===== config.mk =====
export PLATFORM = sky130hd
export DESIGN_NAME = tree_entry_parser
export DESIGN_NICKNAME = d
export VERILOG_FILES = /design/src/tep_pkg.sv /design/src/tep_front.sv /design/src/tep_queue.sv /design/src/tep_back.sv /design/src/tree_entry_parser.sv
export SDC_FILE = /design/constraint.sdc
export NUM_CORES = 1
export LEC_CHECK = 0
export BUFFER_PORTS_ARGS = -buffer_cell sky130_fd_sc_hd__buf_4
export CAP_MARGIN = 20
export CORE_MARGIN = 1
export CORE_UTILIZATION = 54
export DETAILED_ROUTE_END_ITERATION = 12
export PLACE_DENSITY = 0.72
export SYNTH_ARGS = -nofsm -noshare
export SYNTH_HDL_FRONTEND = slang
export SYNTH_SLANG_ARGS = --single-unit

===== constraint.sdc =====
create_clock -name aclk -period 9.15 [get_ports aclk]
set_input_delay 0.915 -clock aclk [delete_from_list [all_inputs] [get_ports aclk]]
set_output_delay 0.915 -clock aclk [all_outputs]
set_load 0.1 [all_outputs]

===== src/tep_pkg.sv =====
// Package for the tree entry parser: payload structs, command and phase codes,
// hash size constants and the hex character function.
// Depends on nothing; every other file in src uses it by scoped names.
package tep_pkg;

    localparam int HASH_BYTES = 20;
    localparam int HASH_IDX_W = (HASH_BYTES > 1) ? $clog2(HASH_BYTES) : 1;

    localparam int MODE_W = 20;
    localparam logic [MODE_W-1:0] MODE_MAX = 20'd999999;
    localparam logic [MODE_W-1:0] DIR_MODE = 20'd40000;

    localparam logic [7:0] CHAR_SPACE = 8'h20;
    localparam logic [7:0] CHAR_ZERO  = 8'h30;
    localparam logic [7:0] CHAR_NINE  = 8'h39;
    localparam logic [7:0] CHAR_NUL   = 8'h00;

    localparam int QUEUE_DEPTH = 4;
    localparam int QUEUE_PTR_W = $clog2(QUEUE_DEPTH);

    typedef enum logic [1:0] {
        KIND_NAME     = 2'd0,
        KIND_HASH     = 2'd1,
        KIND_FMT_ERR  = 2'd2,
        KIND_TRUNC    = 2'd3
    } kind_t;

    typedef enum logic [1:0] {
        PH_START = 2'd0,
        PH_MODE  = 2'd1,
        PH_NAME  = 2'd2,
        PH_HASH  = 2'd3
    } phase_t;

    typedef struct packed {
        logic [7:0] data_byte;
        logic       end_of_object;
    } in_item_t;

    typedef struct packed {
        logic [1:0]        kind;
        logic [7:0]        text_first;
        logic [7:0]        text_second;
        logic              entry_done;
        logic [MODE_W-1:0] mode_value;
        logic              is_directory;
    } out_item_t;

    // One classified byte on its way from the front to the back.
    typedef struct packed {
        kind_t             kind;
        logic [7:0]        data_byte;
        logic              entry_done;
        logic [MODE_W-1:0] mode;
    } cmd_t;

    function automatic logic [7:0] hex_char(input logic [3:0] nib);
        logic [7:0] c;
        if (nib < 4'd10) begin
            c = 8'h30 + {4'b0, nib};
        end else begin
            c = 8'h57 + {4'b0, nib};
        end
        return c;
    endfunction

endpackage


===== src/tep_front.sv =====
// Front end of the tree entry parser: tracks the entry phase, accumulates the
// mode and classifies each accepted byte into a command for the back end.
// Depends on tep_pkg.
module tep_front (
    input  logic              aclk,
    input  logic              aresetn,
    input  logic              in_fire,
    input  tep_pkg::in_item_t in_item,
    output logic              push,
    output tep_pkg::cmd_t     cmd
);

    localparam int IdxW = tep_pkg::HASH_IDX_W;
    localparam logic [IdxW-1:0] HashLast = IdxW'(tep_pkg::HASH_BYTES - 1);

    tep_pkg::phase_t phase_reg, phase_next;
    logic [tep_pkg::MODE_W-1:0] acc_reg, acc_next;
    logic junk_reg, junk_next;
    logic [IdxW-1:0] idx_reg, idx_next;
    logic failed_reg, failed_next;

    logic [7:0] b;
    logic       is_digit;
    logic [23:0] acc_wide;
    logic [23:0] prod;
    logic [tep_pkg::MODE_W-1:0] acc_sat;
    logic       result;

    assign b        = in_item.data_byte;
    assign is_digit = (b >= tep_pkg::CHAR_ZERO) && (b <= tep_pkg::CHAR_NINE);
    assign acc_wide = {4'b0, acc_reg};
    assign prod     = (acc_wide << 3) + (acc_wide << 1) + {16'b0, b - tep_pkg::CHAR_ZERO};
    assign acc_sat  = (prod > {4'b0, tep_pkg::MODE_MAX}) ? tep_pkg::MODE_MAX
                                                         : prod[tep_pkg::MODE_W-1:0];

    always_ff @(posedge aclk) begin
        if (!aresetn) begin
            phase_reg  <= tep_pkg::PH_START;
            acc_reg    <= '0;
            junk_reg   <= 1'b0;
            idx_reg    <= '0;
            failed_reg <= 1'b0;
        end else if (in_fire) begin
            phase_reg  <= phase_next;
            acc_reg    <= acc_next;
            junk_reg   <= junk_next;
            idx_reg    <= idx_next;
            failed_reg <= failed_next;
        end
    end

    always_comb begin
        phase_next     = phase_reg;
        acc_next       = acc_reg;
        junk_next      = junk_reg;
        idx_next       = idx_reg;
        failed_next    = failed_reg;
        result         = 1'b0;
        cmd.kind       = tep_pkg::KIND_NAME;
        cmd.data_byte  = b;
        cmd.entry_done = 1'b0;
        cmd.mode       = '0;

        if (!failed_reg) begin
            unique case (phase_reg) inside
                tep_pkg::PH_START, tep_pkg::PH_MODE: begin
                    if (b == tep_pkg::CHAR_SPACE) begin
                        if (acc_reg == '0 && junk_reg) begin
                            // An all-junk mode cannot be recovered; drop the rest.
                            result      = 1'b1;
                            cmd.kind    = tep_pkg::KIND_FMT_ERR;
                            failed_next = 1'b1;
                        end else begin
                            phase_next = tep_pkg::PH_NAME;
                        end
                    end else begin
                        phase_next = tep_pkg::PH_MODE;
                        if (is_digit && !junk_reg) begin
                            acc_next = acc_sat;
                        end else begin
                            junk_next = 1'b1;
                        end
                    end
                end
                tep_pkg::PH_NAME: begin
                    if (b == tep_pkg::CHAR_NUL) begin
                        phase_next = tep_pkg::PH_HASH;
                        idx_next   = '0;
                    end else begin
                        result = 1'b1;
                    end
                end
                tep_pkg::PH_HASH: begin
                    result   = 1'b1;
                    cmd.kind = tep_pkg::KIND_HASH;
                    if (idx_reg == HashLast) begin
                        cmd.entry_done = 1'b1;
                        cmd.mode       = acc_reg;
                        phase_next     = tep_pkg::PH_START;
                        acc_next       = '0;
                        junk_next      = 1'b0;
                        idx_next       = '0;
                    end else begin
                        idx_next = idx_reg + IdxW'(1);
                    end
                end
                default: begin
                    phase_next = tep_pkg::PH_START;
                end
            endcase
        end

        if (in_item.end_of_object) begin
            // An object that stops mid-entry is reported as truncated, unless a format
            // error was already raised in this object, by this byte or an earlier one.
            if (!failed_next && phase_next != tep_pkg::PH_START) begin
                result         = 1'b1;
                cmd.kind       = tep_pkg::KIND_TRUNC;
                cmd.data_byte  = '0;
                cmd.entry_done = 1'b0;
                cmd.mode       = '0;
            end
            phase_next  = tep_pkg::PH_START;
            acc_next    = '0;
            junk_next   = 1'b0;
            idx_next    = '0;
            failed_next = 1'b0;
        end

        if (failed_reg) begin
            result = 1'b0;
        end
    end

    assign push = in_fire && result;

endmodule


===== src/tep_queue.sv =====
// Short command queue between the front and back ends of the tree entry parser.
// Depends on tep_pkg.
module tep_queue (
    input  logic          aclk,
    input  logic          aresetn,
    input  logic          push,
    input  tep_pkg::cmd_t push_cmd,
    output logic          full,
    input  logic          pop,
    output logic          empty,
    output tep_pkg::cmd_t head_cmd
);

    localparam int PtrW = tep_pkg::QUEUE_PTR_W;
    localparam int CntW = tep_pkg::QUEUE_PTR_W + 1;
    localparam logic [CntW-1:0] Depth = CntW'(tep_pkg::QUEUE_DEPTH);

    tep_pkg::cmd_t slot_reg [tep_pkg::QUEUE_DEPTH];
    logic [PtrW-1:0] wr_ptr_reg, rd_ptr_reg;
    logic [CntW-1:0] count_reg, count_next;
    logic do_push, do_pop;

    assign full     = (count_reg == Depth);
    assign empty    = (count_reg == '0);
    assign do_push  = push && !full;
    assign do_pop   = pop && !empty;
    assign head_cmd = slot_reg[rd_ptr_reg];

    always_comb begin
        count_next = count_reg;
        if (do_push && !do_pop) begin
            count_next = count_reg + CntW'(1);
        end else if (do_pop && !do_push) begin
            count_next = count_reg - CntW'(1);
        end
    end

    always_ff @(posedge aclk) begin
        if (!aresetn) begin
            wr_ptr_reg <= '0;
            rd_ptr_reg <= '0;
            count_reg  <= '0;
        end else begin
            count_reg <= count_next;
            if (do_push) begin
                wr_ptr_reg <= wr_ptr_reg + PtrW'(1);
            end
            if (do_pop) begin
                rd_ptr_reg <= rd_ptr_reg + PtrW'(1);
            end
        end
    end

    always_ff @(posedge aclk) begin
        if (do_push) begin
            slot_reg[wr_ptr_reg] <= push_cmd;
        end
    end

endmodule


===== src/tep_back.sv =====
// Back end of the tree entry parser: turns queued commands into result items
// (hex conversion, directory check) and holds them in the output register.
// Depends on tep_pkg.
module tep_back (
    input  logic               aclk,
    input  logic               aresetn,
    input  logic               cmd_avail,
    input  tep_pkg::cmd_t      cmd,
    output logic               cmd_take,
    output logic               m_valid,
    input  logic               m_ready,
    output tep_pkg::out_item_t m_data
);

    logic               valid_reg;
    tep_pkg::out_item_t data_reg, data_next;

    assign cmd_take = cmd_avail && (!valid_reg || m_ready);
    assign m_valid  = valid_reg;
    assign m_data   = data_reg;

    always_comb begin
        data_next.kind         = cmd.kind;
        data_next.text_first   = '0;
        data_next.text_second  = '0;
        data_next.entry_done   = cmd.entry_done;
        data_next.mode_value   = cmd.mode;
        data_next.is_directory = cmd.entry_done && (cmd.mode == tep_pkg::DIR_MODE);
        unique case (cmd.kind)
            tep_pkg::KIND_NAME: begin
                data_next.text_first = cmd.data_byte;
            end
            tep_pkg::KIND_HASH: begin
                data_next.text_first  = tep_pkg::hex_char(cmd.data_byte[7:4]);
                data_next.text_second = tep_pkg::hex_char(cmd.data_byte[3:0]);
            end
            default: begin
                data_next.text_first = '0;
            end
        endcase
    end

    always_ff @(posedge aclk) begin
        if (!aresetn) begin
            valid_reg <= 1'b0;
        end else if (cmd_take) begin
            valid_reg <= 1'b1;
        end else if (m_ready) begin
            valid_reg <= 1'b0;
        end
    end

    always_ff @(posedge aclk) begin
        if (cmd_take) begin
            data_reg <= data_next;
        end
    end

endmodule


===== src/tree_entry_parser.sv =====
// Tree entry parser: one tree object byte in per cycle, at most one result item
// out per byte. A result item reaches m_valid from its accepted byte through
// the front end, the four-entry command queue and the output register.
// Sustained rate is one byte per cycle; s_ready drops only while the command
// queue is full because the result side is stalled.
// aresetn is synchronous and active low and returns the parser to the start of an entry.
module tree_entry_parser (
    input  logic               aclk,
    input  logic               aresetn,
    input  logic               s_valid,
    output logic               s_ready,
    input  tep_pkg::in_item_t  s_data,
    output logic               m_valid,
    input  logic               m_ready,
    output tep_pkg::out_item_t m_data
);

    logic          in_fire;
    logic          push;
    tep_pkg::cmd_t push_cmd;
    logic          full;
    logic          empty;
    logic          pop;
    tep_pkg::cmd_t head_cmd;

    assign s_ready = !full;
    assign in_fire = s_valid && s_ready;

    tep_front u_front (
        .aclk    (aclk),
        .aresetn (aresetn),
        .in_fire (in_fire),
        .in_item (s_data),
        .push    (push),
        .cmd     (push_cmd)
    );

    tep_queue u_queue (
        .aclk     (aclk),
        .aresetn  (aresetn),
        .push     (push),
        .push_cmd (push_cmd),
        .full     (full),
        .pop      (pop),
        .empty    (empty),
        .head_cmd (head_cmd)
    );

    tep_back u_back (
        .aclk      (aclk),
        .aresetn   (aresetn),
        .cmd_avail (!empty),
        .cmd       (head_cmd),
        .cmd_take  (pop),
        .m_valid   (m_valid),
        .m_ready   (m_ready),
        .m_data    (m_data)
    );

endmodule

==> impl_metrics.prom, run 1 <==
# TYPE chip_impl_metric gauge
chip_impl_metric{name="cpPeakStageDelay",unit="ns"} 0.55
chip_impl_metric{name="regArea",unit="µm²"} 5678
chip_impl_metric{name="floorplan.rows",unit=""} 48
chip_impl_metric{name="ff2ff_setup_slack",unit="ns"} 5.27
chip_impl_metric{name="dr.first_iter.drc_count",unit=""} 390
chip_impl_metric{name="port_buffers",unit=""} 53
chip_impl_metric{name="largest_register_ffs",unit=""} 124
chip_impl_metric{name="number_of_max_cap_violations",unit=""} 0
chip_impl_metric{name="crit_fanout",unit=""} 15
chip_impl_metric{name="final-max-slew-violation-count",unit=""} 0
chip_impl_metric{name="via_per_inst",unit=""} 6.011
chip_impl_info{name="cts-root-buf",value="sky130_fd_sc_hd__clkbuf_16"} 1
chip_impl_metric{name="layout.nets",unit=""} 853
chip_impl_metric{name="floorplan.io_pins",unit=""} 55
chip_impl_metric{name="routability_congestion_estimate",unit=""} 0.8920
chip_impl_metric{name="power.ir.vdd_worst",unit="V"} 0.0004046
chip_impl_info{name="critical_path.slowest_cell",value="sky130_fd_sc_hd__o211ai_2"} 1
chip_impl_info{name="tritoncts",value="yes"} 1
chip_impl_info{name="synth_top_cells_by_area",value="sky130_fd_sc_hd__edfxtp_1, sky130_fd_sc_hd__dfxtp_1, sky130_fd_sc_hd__mux4_2"} 1
chip_impl_metric{name="wl_per_cell",unit="µm"} 19.44
chip_impl_metric{name="async_reset_ff_share",unit="%"} 0
chip_impl_info{name="run_status",value="finished clean"} 1
chip_impl_metric{name="slew_headroom",unit="%"} 32.47
chip_impl_metric{name="rr_worst_depth",unit=""} 11
chip_impl_metric{name="first_global_vias",unit=""} 6141
chip_impl_metric{name="cellPowerDensity",unit="nW/µm²"} 313.6
chip_impl_metric{name="clock-sinks",unit=""} 202
chip_impl_metric{name="half_perimeter_wire_length_after_detailed_placement",unit="mm"} 14.00
chip_impl_metric{name="worst_ep_arrival_time",unit="ns"} 4.64
chip_impl_metric{name="deepest_clock_path_buffer_count",unit=""} 3
chip_impl_info{name="criticalPathCategory",value="primary input to register"} 1
chip_impl_metric{name="finalClockSkew",unit="ns"} 0.01474
chip_impl_metric{name="layout_worst_path_cycle_share",unit="%"} 46.13
chip_impl_metric{name="worst-slew-pin-transition",unit="ns"} 1.012
chip_impl_metric{name="yosys_warnings",unit=""} 0
chip_impl_metric{name="layout-drive-gt1-share",unit="%"} 18.45
chip_impl_metric{name="count_of_flip_flops_with_a_built_in_enable_after_synthesis",unit=""} 163
chip_impl_info{name="worstReg2RegStart",value="u_front.acc_reg[2]"} 1
chip_impl_metric{name="endpoint_required_time_on_the_critical_path",unit="ns"} 9.57
chip_impl_metric{name="synth.distinct_cells",unit=""} 73
chip_impl_metric{name="syn_avg_cell_area",unit="µm²"} 13.28
chip_impl_metric{name="setup-violations-final",unit=""} 0
chip_impl_metric{name="synth_area",unit="µm²"} 9751
chip_impl_info{name="rsz0062_at_grt",value="false"} 1
chip_impl_metric{name="floorplan.initialDensity",unit="%"} 55.79
chip_impl_metric{name="cts.repair_timing.setup_buffer_count",unit=""} 0
chip_impl_info{name="crit_path_cell_chain",value="buf_4 -> ha_1 -> xor2_1 -> fa_1 -> inv_1 -> ha_1 -> nand4b_1 -> a211o_1 -> and2_2 -> xnor2_1 -> o41a_1 -> o211ai_2 -> a32o_1"} 1
chip_impl_metric{name="detailroute.via_count",unit=""} 6173
chip_impl_info{name="worst_hold_startpoint",value="u_front.idx_reg[1]"} 1
chip_impl_metric{name="max_freq",unit="MHz"} 236.9
chip_impl_metric{name="die-height",unit="µm"} 136.4
chip_impl_metric{name="setup_tns",unit="ns"} 0
chip_impl_metric{name="grt_start_max_net_pins",unit=""} 43
chip_impl_metric{name="clk_transition_reported_paths",unit="ns"} 0.06
chip_impl_metric{name="ys_ff_latch",unit=""} 202
chip_impl_info{name="reg2reg_to",value="u_front.acc_reg[10]"} 1
chip_impl_info{name="synth_area_leader_cell",value="sky130_fd_sc_hd__edfxtp_1"} 1
chip_impl_info{name="crit_top_cell",value="sky130_fd_sc_hd__ha_1"} 1
chip_impl_info{name="critPathLaunchType",value="primary input"} 1
chip_impl_metric{name="antenna_found_initial",unit=""} 0
chip_impl_metric{name="drc_errors",unit=""} 0
chip_impl_metric{name="coreArea",unit="µm²"} 17480
chip_impl_metric{name="multiInputGateArea",unit="µm²"} 3826
chip_impl_metric{name="full_die_area",unit="µm²"} 18600
chip_impl_info{name="worstHoldEndpoint",value="u_front.idx_reg[1]"} 1
chip_impl_metric{name="postRouteAntennaNets",unit=""} 0
chip_impl_metric{name="hold_buffers",unit=""} 0
chip_impl_metric{name="synth_largest_type_area_fraction",unit="%"} 50.20
chip_impl_metric{name="grt_first_pass_wirelength",unit="mm"} 31.61
chip_impl_metric{name="h-tree-depth",unit=""} 1
chip_impl_info{name="critical_path.top_delay_family",value="compound AO/OA/AOI/OAI gates"} 1
chip_impl_metric{name="antenna_cells_inserted",unit=""} 0
chip_impl_metric{name="worst_skew_late_latency",unit="ns"} 0.50
chip_impl_metric{name="filler_cell_count",unit=""} 1279
chip_impl_metric{name="seq_area_frac_synth",unit="%"} 58.21
chip_impl_metric{name="netlist_instances",unit=""} 734
chip_impl_metric{name="drt_first_pass_iters",unit=""} 4
chip_impl_metric{name="die_width",unit="µm"} 136.4
chip_impl_info{name="type_of_the_worst_min_delay_path",value="register to register"} 1
chip_impl_metric{name="postRouteWirelength",unit="mm"} 19.96
chip_impl_metric{name="postLayoutCoreUtil",unit="%"} 62.93
chip_impl_metric{name="globalRouteTotalUtil",unit="%"} 22.11
chip_impl_metric{name="flow.area_growth_from_synthesis",unit="%"} 12.79
chip_impl_metric{name="cts_resized",unit=""} 0
chip_impl_metric{name="cts-buffers-inserted",unit=""} 21
chip_impl_metric{name="worst-path-buf-inv",unit=""} 2
chip_impl_metric{name="power.static_leakage",unit="µW"} 0.004130
chip_impl_metric{name="hold_path_cell_cnt",unit=""} 2
chip_impl_metric{name="final-hold-violation-count",unit=""} 0
chip_impl_metric{name="globalRoute.totalOverflow",unit=""} 0
chip_impl_info{name="cp-end-kind",value="register"} 1
chip_impl_metric{name="synthesis.nets",unit=""} 800
chip_impl_metric{name="final.hold.worst_slack",unit="ns"} 0.4767
chip_impl_metric{name="min_period",unit="ns"} 4.220
chip_impl_info{name="synthFlopType",value="sky130_fd_sc_hd__edfxtp_1"} 1
cells by family (layout without fill, tap and decap cells):
kind of cell	count (synthesis)	count (layout)	synth area share, %
other	1	1	0.03846
adders and majority gates	53	53	7.340
DFF	202	202	58.21
and+or+nand+nor	204	204	10.83
AOI/OAI and AO/OA	147	147	10.79
xor gates and xnor gates	26	26	2.335
muxes	36	36	7.738
buffers and inverters	65	133	2.720
cell usage in the layout (no fill, tap or decap), types with 4 or more instances in the layout:
cell	instances
sky130_fd_sc_hd__clkbuf_1	7
sky130_fd_sc_hd__nand4_1	5
sky130_fd_sc_hd__dfxtp_1	37
sky130_fd_sc_hd__nand3_1	10
sky130_fd_sc_hd__fa_1	7
sky130_fd_sc_hd__a21oi_2	5
sky130_fd_sc_hd__a21o_1	5
sky130_fd_sc_hd__mux4_2	31
sky130_fd_sc_hd__a31oi_1	5
sky130_fd_sc_hd__and2_1	19
sky130_fd_sc_hd__edfxtp_1	163
sky130_fd_sc_hd__inv_1	39
sky130_fd_sc_hd__o21ai_0	24
sky130_fd_sc_hd__nor4b_1	4
sky130_fd_sc_hd__xnor2_1	13
sky130_fd_sc_hd__o21a_1	7
sky130_fd_sc_hd__nand2b_1	6
sky130_fd_sc_hd__or2_2	4
sky130_fd_sc_hd__nor2b_1	13
sky130_fd_sc_hd__a211oi_1	12
sky130_fd_sc_hd__and2_2	5
sky130_fd_sc_hd__ha_1	46
sky130_fd_sc_hd__nor3_1	13
sky130_fd_sc_hd__buf_4	56
sky130_fd_sc_hd__nand2_1	35
sky130_fd_sc_hd__nor4_1	14
sky130_fd_sc_hd__a32o_1	5
sky130_fd_sc_hd__xor2_1	13
sky130_fd_sc_hd__nor2_1	58
sky130_fd_sc_hd__a21oi_1	42
sky130_fd_sc_hd__clkbuf_16	21
sky130_fd_sc_hd__a211o_1	4
stage by stage:
step	total power (µW)	area, µm²	worst slack, ns	instances
global route	3583	11000	4.762	1027
global placement	2649	10350	4.628	989
CTS	3467	11000	4.980	1027
detailed placement	2678	10350	4.523	989
finish	3449	11000	4.930	1027
floorplan	2405	9751	4.898	734
worst max-delay path by stage:
stage / end / depth (start not counted) / slack (ns) / startpoint
after CTS: u_front.acc_reg[10] / 13 / 4.98 / s_data[5]
after global routing: u_front.acc_reg[10] / 15 / 4.76 / s_data[5]
after detailed placement: u_front.acc_reg[12] / 13 / 4.52 / s_data[5]
final: u_front.acc_reg[10] / 13 / 4.93 / s_data[5]
after global placement: u_front.acc_reg[15] / 13 / 4.63 / s_data[5]
after floorplan: u_queue.count_reg[2] / 9 / 4.90 / m_ready
layer usage:
metal | vias to the layer above | wire, µm | share of wire (%) | track usage, %
met4 | 0 | 444 | 2.2 | 6.728
met1 | 3062 | 8742 | 44 | 29.27
met2 | 181 | 9904 | 50 | 37.90
met3 | 33 | 870 | 4.4 | 2.871
li1 | 2897 | - | - | -
met5 | - | 0 | 0 | 0
cell usage after synthesis, types with 12 or more instances:
library cell	n
sky130_fd_sc_hd__mux4_2	31
sky130_fd_sc_hd__inv_1	39
sky130_fd_sc_hd__xor2_1	13
sky130_fd_sc_hd__xnor2_1	13
sky130_fd_sc_hd__nor2b_1	13
sky130_fd_sc_hd__ha_1	46
sky130_fd_sc_hd__o21ai_0	24
sky130_fd_sc_hd__nor3_1	13
sky130_fd_sc_hd__clkbuf_1	18
sky130_fd_sc_hd__edfxtp_1	163
sky130_fd_sc_hd__dfxtp_1	39
sky130_fd_sc_hd__nor4_1	14
sky130_fd_sc_hd__a21oi_1	43
sky130_fd_sc_hd__nand2_1	35
sky130_fd_sc_hd__a211oi_1	12
sky130_fd_sc_hd__nor2_1	58
sky130_fd_sc_hd__and2_1	23
area by class of cell:
class                           count  share of cell area [%]
Sequential cell                   202                   51.63
Clock inverter                      9                  0.7281
Timing Repair Buffer               56                   3.823
Clock buffer                       29                   5.142
Inverter                           39                   1.331
Tap cell                          225                   2.560
Multi-Input combinational cell    467                   34.79
power breakdown:
part           switching (µW)  internal (µW)
Sequential               72.9           1170
Combinational            1050            356
Clock                     331            464
worst reg2reg max path, stage by stage, from the launching register on:
cell and delay, ns:
sky130_fd_sc_hd__dfxtp_1 0.42, sky130_fd_sc_hd__inv_1 0.12, sky130_fd_sc_hd__fa_1 0.55, sky130_fd_sc_hd__inv_1 0.04, sky130_fd_sc_hd__ha_1 0.36, sky130_fd_sc_hd__nand4b_1 0.23
sky130_fd_sc_hd__a211o_1 0.42, sky130_fd_sc_hd__and2_2 0.22, sky130_fd_sc_hd__xnor2_1 0.16, sky130_fd_sc_hd__o41a_1 0.45, sky130_fd_sc_hd__o211ai_2 0.55, sky130_fd_sc_hd__a32o_1 0.29
(Power assumes the default switching activity.)
==> run 2, diff against run 1 <==
--- a/config.mk
+++ b/config.mk
@@ -5,6 +5,7 @@
 export SDC_FILE = /design/constraint.sdc
 export NUM_CORES = 1
 export LEC_CHECK = 0
+export ABC_AREA = 1
 export BUFFER_PORTS_ARGS = -buffer_cell sky130_fd_sc_hd__buf_4
 export CAP_MARGIN = 20
 export CORE_MARGIN = 1
==> constraint.sdc (replaced) <==
create_clock -name aclk -period 3.9 [get_ports aclk]
set_input_delay 0.39 -clock aclk [delete_from_list [all_inputs] [get_ports aclk]]
set_output_delay 0.39 -clock aclk [all_outputs]
set_load 0.1 [all_outputs]
==> impl_metrics.prom, run 2 <==
# TYPE chip_impl_metric gauge
chip_impl_info{name="run_status",value="finished clean"} 1
chip_impl_info{name="yosys.cell_count.top_type",value="sky130_fd_sc_hd__nand2_1"} 1
chip_impl_metric{name="syn_avg_cell_area",unit="µm²"} 9.220
chip_impl_metric{name="crit_fanout",unit=""} 17
chip_impl_metric{name="worst_ep_arrival_time",unit="ns"} 3.86
chip_impl_metric{name="h-tree-depth",unit=""} 1
chip_impl_info{name="criticalPathCategory",value="register to register"} 1
chip_impl_metric{name="antenna_cells_inserted",unit=""} 0
chip_impl_metric{name="clk_transition_reported_paths",unit="ns"} 0.06
chip_impl_metric{name="power.ir.vdd_worst",unit="V"} 0.0004318
chip_impl_metric{name="postLayoutCoreUtil",unit="%"} 62.22
chip_impl_metric{name="slew_headroom",unit="%"} 31.21
chip_impl_metric{name="flow.area_growth_from_synthesis",unit="%"} 12.81
chip_impl_info{name="mostFrequentLayoutCells",value="sky130_fd_sc_hd__nand2_1, sky130_fd_sc_hd__edfxtp_1, sky130_fd_sc_hd__inv_1"} 1
chip_impl_metric{name="globalRouteTotalUtil",unit="%"} 23.77
chip_impl_info{name="cp-end-kind",value="register"} 1
chip_impl_info{name="layout.cells.most_common",value="sky130_fd_sc_hd__nand2_1"} 1
chip_impl_metric{name="setup-violations-final",unit=""} 0
chip_impl_metric{name="endpoint_required_time_on_the_critical_path",unit="ns"} 4.23
chip_impl_metric{name="ys_ff_latch",unit=""} 202
chip_impl_metric{name="synthesis.nets",unit=""} 1185
chip_impl_metric{name="synth_area",unit="µm²"} 10320
chip_impl_metric{name="netlist_instances",unit=""} 1119
chip_impl_metric{name="antenna_found_initial",unit=""} 0
chip_impl_metric{name="grt_start_max_net_pins",unit=""} 63
chip_impl_metric{name="setup_tns",unit="ns"} 0
chip_impl_info{name="worst_hold_startpoint",value="aresetn"} 1
chip_impl_metric{name="drc_errors",unit=""} 0
chip_impl_info{name="post_synth_most_frequent_cells",value="sky130_fd_sc_hd__nand2_1, sky130_fd_sc_hd__edfxtp_1, sky130_fd_sc_hd__inv_1"} 1
chip_impl_metric{name="cts-buffers-inserted",unit=""} 21
chip_impl_info{name="type_of_the_worst_min_delay_path",value="primary input to register"} 1
chip_impl_metric{name="cellPowerDensity",unit="nW/µm²"} 726.2
chip_impl_metric{name="finalClockSkew",unit="ns"} 0.02592
chip_impl_metric{name="floorplan.rows",unit=""} 50
chip_impl_metric{name="die-height",unit="µm"} 140.2
chip_impl_info{name="startpoint",value="u_front.acc_reg[0]"} 1
chip_impl_metric{name="deepest_clock_path_buffer_count",unit=""} 3
chip_impl_metric{name="postRouteAntennaNets",unit=""} 0
chip_impl_metric{name="dr.first_iter.drc_count",unit=""} 717
chip_impl_metric{name="number_of_max_cap_violations",unit=""} 0
chip_impl_metric{name="synth.distinct_cells",unit=""} 46
chip_impl_metric{name="max_freq",unit="MHz"} 283.4
chip_impl_info{name="cts-root-buf",value="sky130_fd_sc_hd__clkbuf_16"} 1
chip_impl_metric{name="cts.repair_timing.setup_buffer_count",unit=""} 0
chip_impl_metric{name="drt_first_pass_iters",unit=""} 6
chip_impl_metric{name="coreArea",unit="µm²"} 18710
chip_impl_metric{name="layout.nets",unit=""} 1239
chip_impl_metric{name="clock-sinks",unit=""} 202
chip_impl_metric{name="die_width",unit="µm"} 140.2
chip_impl_metric{name="routability_congestion_estimate",unit=""} 0.9360
chip_impl_metric{name="seq_area_frac_synth",unit="%"} 55.01
chip_impl_info{name="synth_top_cells_by_area",value="sky130_fd_sc_hd__edfxtp_1, sky130_fd_sc_hd__nand2_1, sky130_fd_sc_hd__dfxtp_1"} 1
chip_impl_info{name="critPathLaunchType",value="register"} 1
chip_impl_metric{name="count_of_flip_flops_with_a_built_in_enable_after_synthesis",unit=""} 163
chip_impl_metric{name="globalRoute.totalOverflow",unit=""} 0
chip_impl_info{name="synth_area_leader_cell",value="sky130_fd_sc_hd__edfxtp_1"} 1
chip_impl_metric{name="first_global_vias",unit=""} 7445
chip_impl_metric{name="async_reset_ff_share",unit="%"} 0
chip_impl_metric{name="detailroute.via_count",unit=""} 7828
chip_impl_metric{name="final-max-slew-violation-count",unit=""} 0
chip_impl_metric{name="power.static_leakage",unit="µW"} 0.004933
chip_impl_info{name="worstReg2RegStart",value="u_front.acc_reg[0]"} 1
chip_impl_metric{name="filler_cell_count",unit=""} 1511
chip_impl_metric{name="grt_first_pass_wirelength",unit="mm"} 36.89
chip_impl_metric{name="wl_per_cell",unit="µm"} 15.92
chip_impl_metric{name="full_die_area",unit="µm²"} 19660
chip_impl_metric{name="port_buffers",unit=""} 53
chip_impl_metric{name="floorplan.initialDensity",unit="%"} 55.16
chip_impl_metric{name="worst_skew_late_latency",unit="ns"} 0.50
chip_impl_metric{name="floorplan.io_pins",unit=""} 55
chip_impl_metric{name="worst-slew-pin-transition",unit="ns"} 1.030
chip_impl_metric{name="via_per_inst",unit=""} 5.509
chip_impl_metric{name="hold_buffers",unit=""} 0
chip_impl_metric{name="min_period",unit="ns"} 3.528
chip_impl_metric{name="largest_register_ffs",unit=""} 124
chip_impl_metric{name="final-hold-violation-count",unit=""} 0
chip_impl_metric{name="layout_worst_path_cycle_share",unit="%"} 90.47
chip_impl_info{name="synthFlopType",value="sky130_fd_sc_hd__edfxtp_1"} 1
chip_impl_metric{name="half_perimeter_wire_length_after_detailed_placement",unit="mm"} 15.72
chip_impl_metric{name="yosys_warnings",unit=""} 0
chip_impl_metric{name="postRouteWirelength",unit="mm"} 22.63
chip_impl_metric{name="cts_resized",unit=""} 0
chip_impl_metric{name="layout-drive-gt1-share",unit="%"} 11.20
chip_impl_metric{name="synth_largest_type_area_fraction",unit="%"} 47.44
chip_impl_info{name="tritoncts",value="yes"} 1
chip_impl_info{name="rsz0062_at_grt",value="false"} 1
-- run 2: final cells by class --
cell class              instances  area, µm²  area share, %
flip-flops and latches        202       5677          48.77
multi-input cells             720       3897          33.49
inverters                     165      619.3          5.321
clock buffers                  23      533.0          4.580
repair buffers                 63      485.5          4.171
well taps                     234      292.8          2.516
clock inverters                14      133.9          1.150
-- run 2: power breakdown --
part	total [µW]	switching [µW]	internal [µW]	leakage (µW)
logic	3610	2850	756	0.00276
clock network	1940	813	1130	0.000319
registers	2910	105	2800	0.00186
total	8450	3770	4680	0.00493
-- run 2: cell families after synthesis --
family | after synthesis | share of synthesized area [%]
mux | 1 | 0.09702
compound gates | 176 | 9.835
other cells | 1 | 0.03635
buf+inv | 197 | 7.458
flops | 202 | 55.01
simple gates | 483 | 20.12
fa+ha+maj | 53 | 6.937
xor+xnor | 6 | 0.5093
-- run 2: worst max-delay path: stages, from the launching register on --
cell	delay, ns
sky130_fd_sc_hd__dfxtp_1	0.40
sky130_fd_sc_hd__fa_1	0.58
sky130_fd_sc_hd__inv_1	0.07
sky130_fd_sc_hd__fa_1	0.46
sky130_fd_sc_hd__inv_1	0.12
sky130_fd_sc_hd__nand3_1	0.08
sky130_fd_sc_hd__nand3_1	0.19
sky130_fd_sc_hd__nand3_1	0.15
sky130_fd_sc_hd__nand2_1	0.12
sky130_fd_sc_hd__nand2_1	0.08
sky130_fd_sc_hd__nand2_1	0.07
sky130_fd_sc_hd__nand2_1	0.05
sky130_fd_sc_hd__nand2_1	0.08
sky130_fd_sc_hd__nand2_1	0.09
sky130_fd_sc_hd__nor2_4	0.15
sky130_fd_sc_hd__nand4_4	0.31
sky130_fd_sc_hd__nand2_1	0.18
sky130_fd_sc_hd__inv_2	0.06
sky130_fd_sc_hd__nand2_1	0.06
sky130_fd_sc_hd__a21oi_1	0.06
-- run 2: routing by layer --
| layer | track usage, % | routed length [µm] |
|---|---|---|
| met5 | 0 | 0 |
| met4 | 7.924 | 592 |
| met3 | 3.487 | 1342 |
| met2 | 41.13 | 10780 |
| met1 | 30.63 | 9906 |
-- run 2: per-stage QoR --
step	instance area [µm²]	total power, µW	instances	hold slack, ns	setup WS (ns)
CTS	11640	8479	1421	0.1888	0.4235
detailed placement	10970	6547	1384	0.4610	0.1827
finish	11640	8452	1421	0.1996	0.3718
global route	11640	8838	1421	0.2152	0.08817
global placement	10970	6494	1384	0.4536	0.2136
floorplan	10320	5805	1119	0.4362	0.3322
-- run 2: path summary, 6_finish.rpt --
| check | endpoint | slack (ns) | depth (start not counted) |
|---|---|---|---|
| hold reg to reg | u_front.acc_reg[4] | 0.47 | 2 |
| hold / removal | u_back.m_valid | 0.20 | 3 |
| setup / recovery | u_front.acc_reg[10] | 0.37 | 19 |
| setup reg to reg | u_front.acc_reg[10] | 0.37 | 19 |
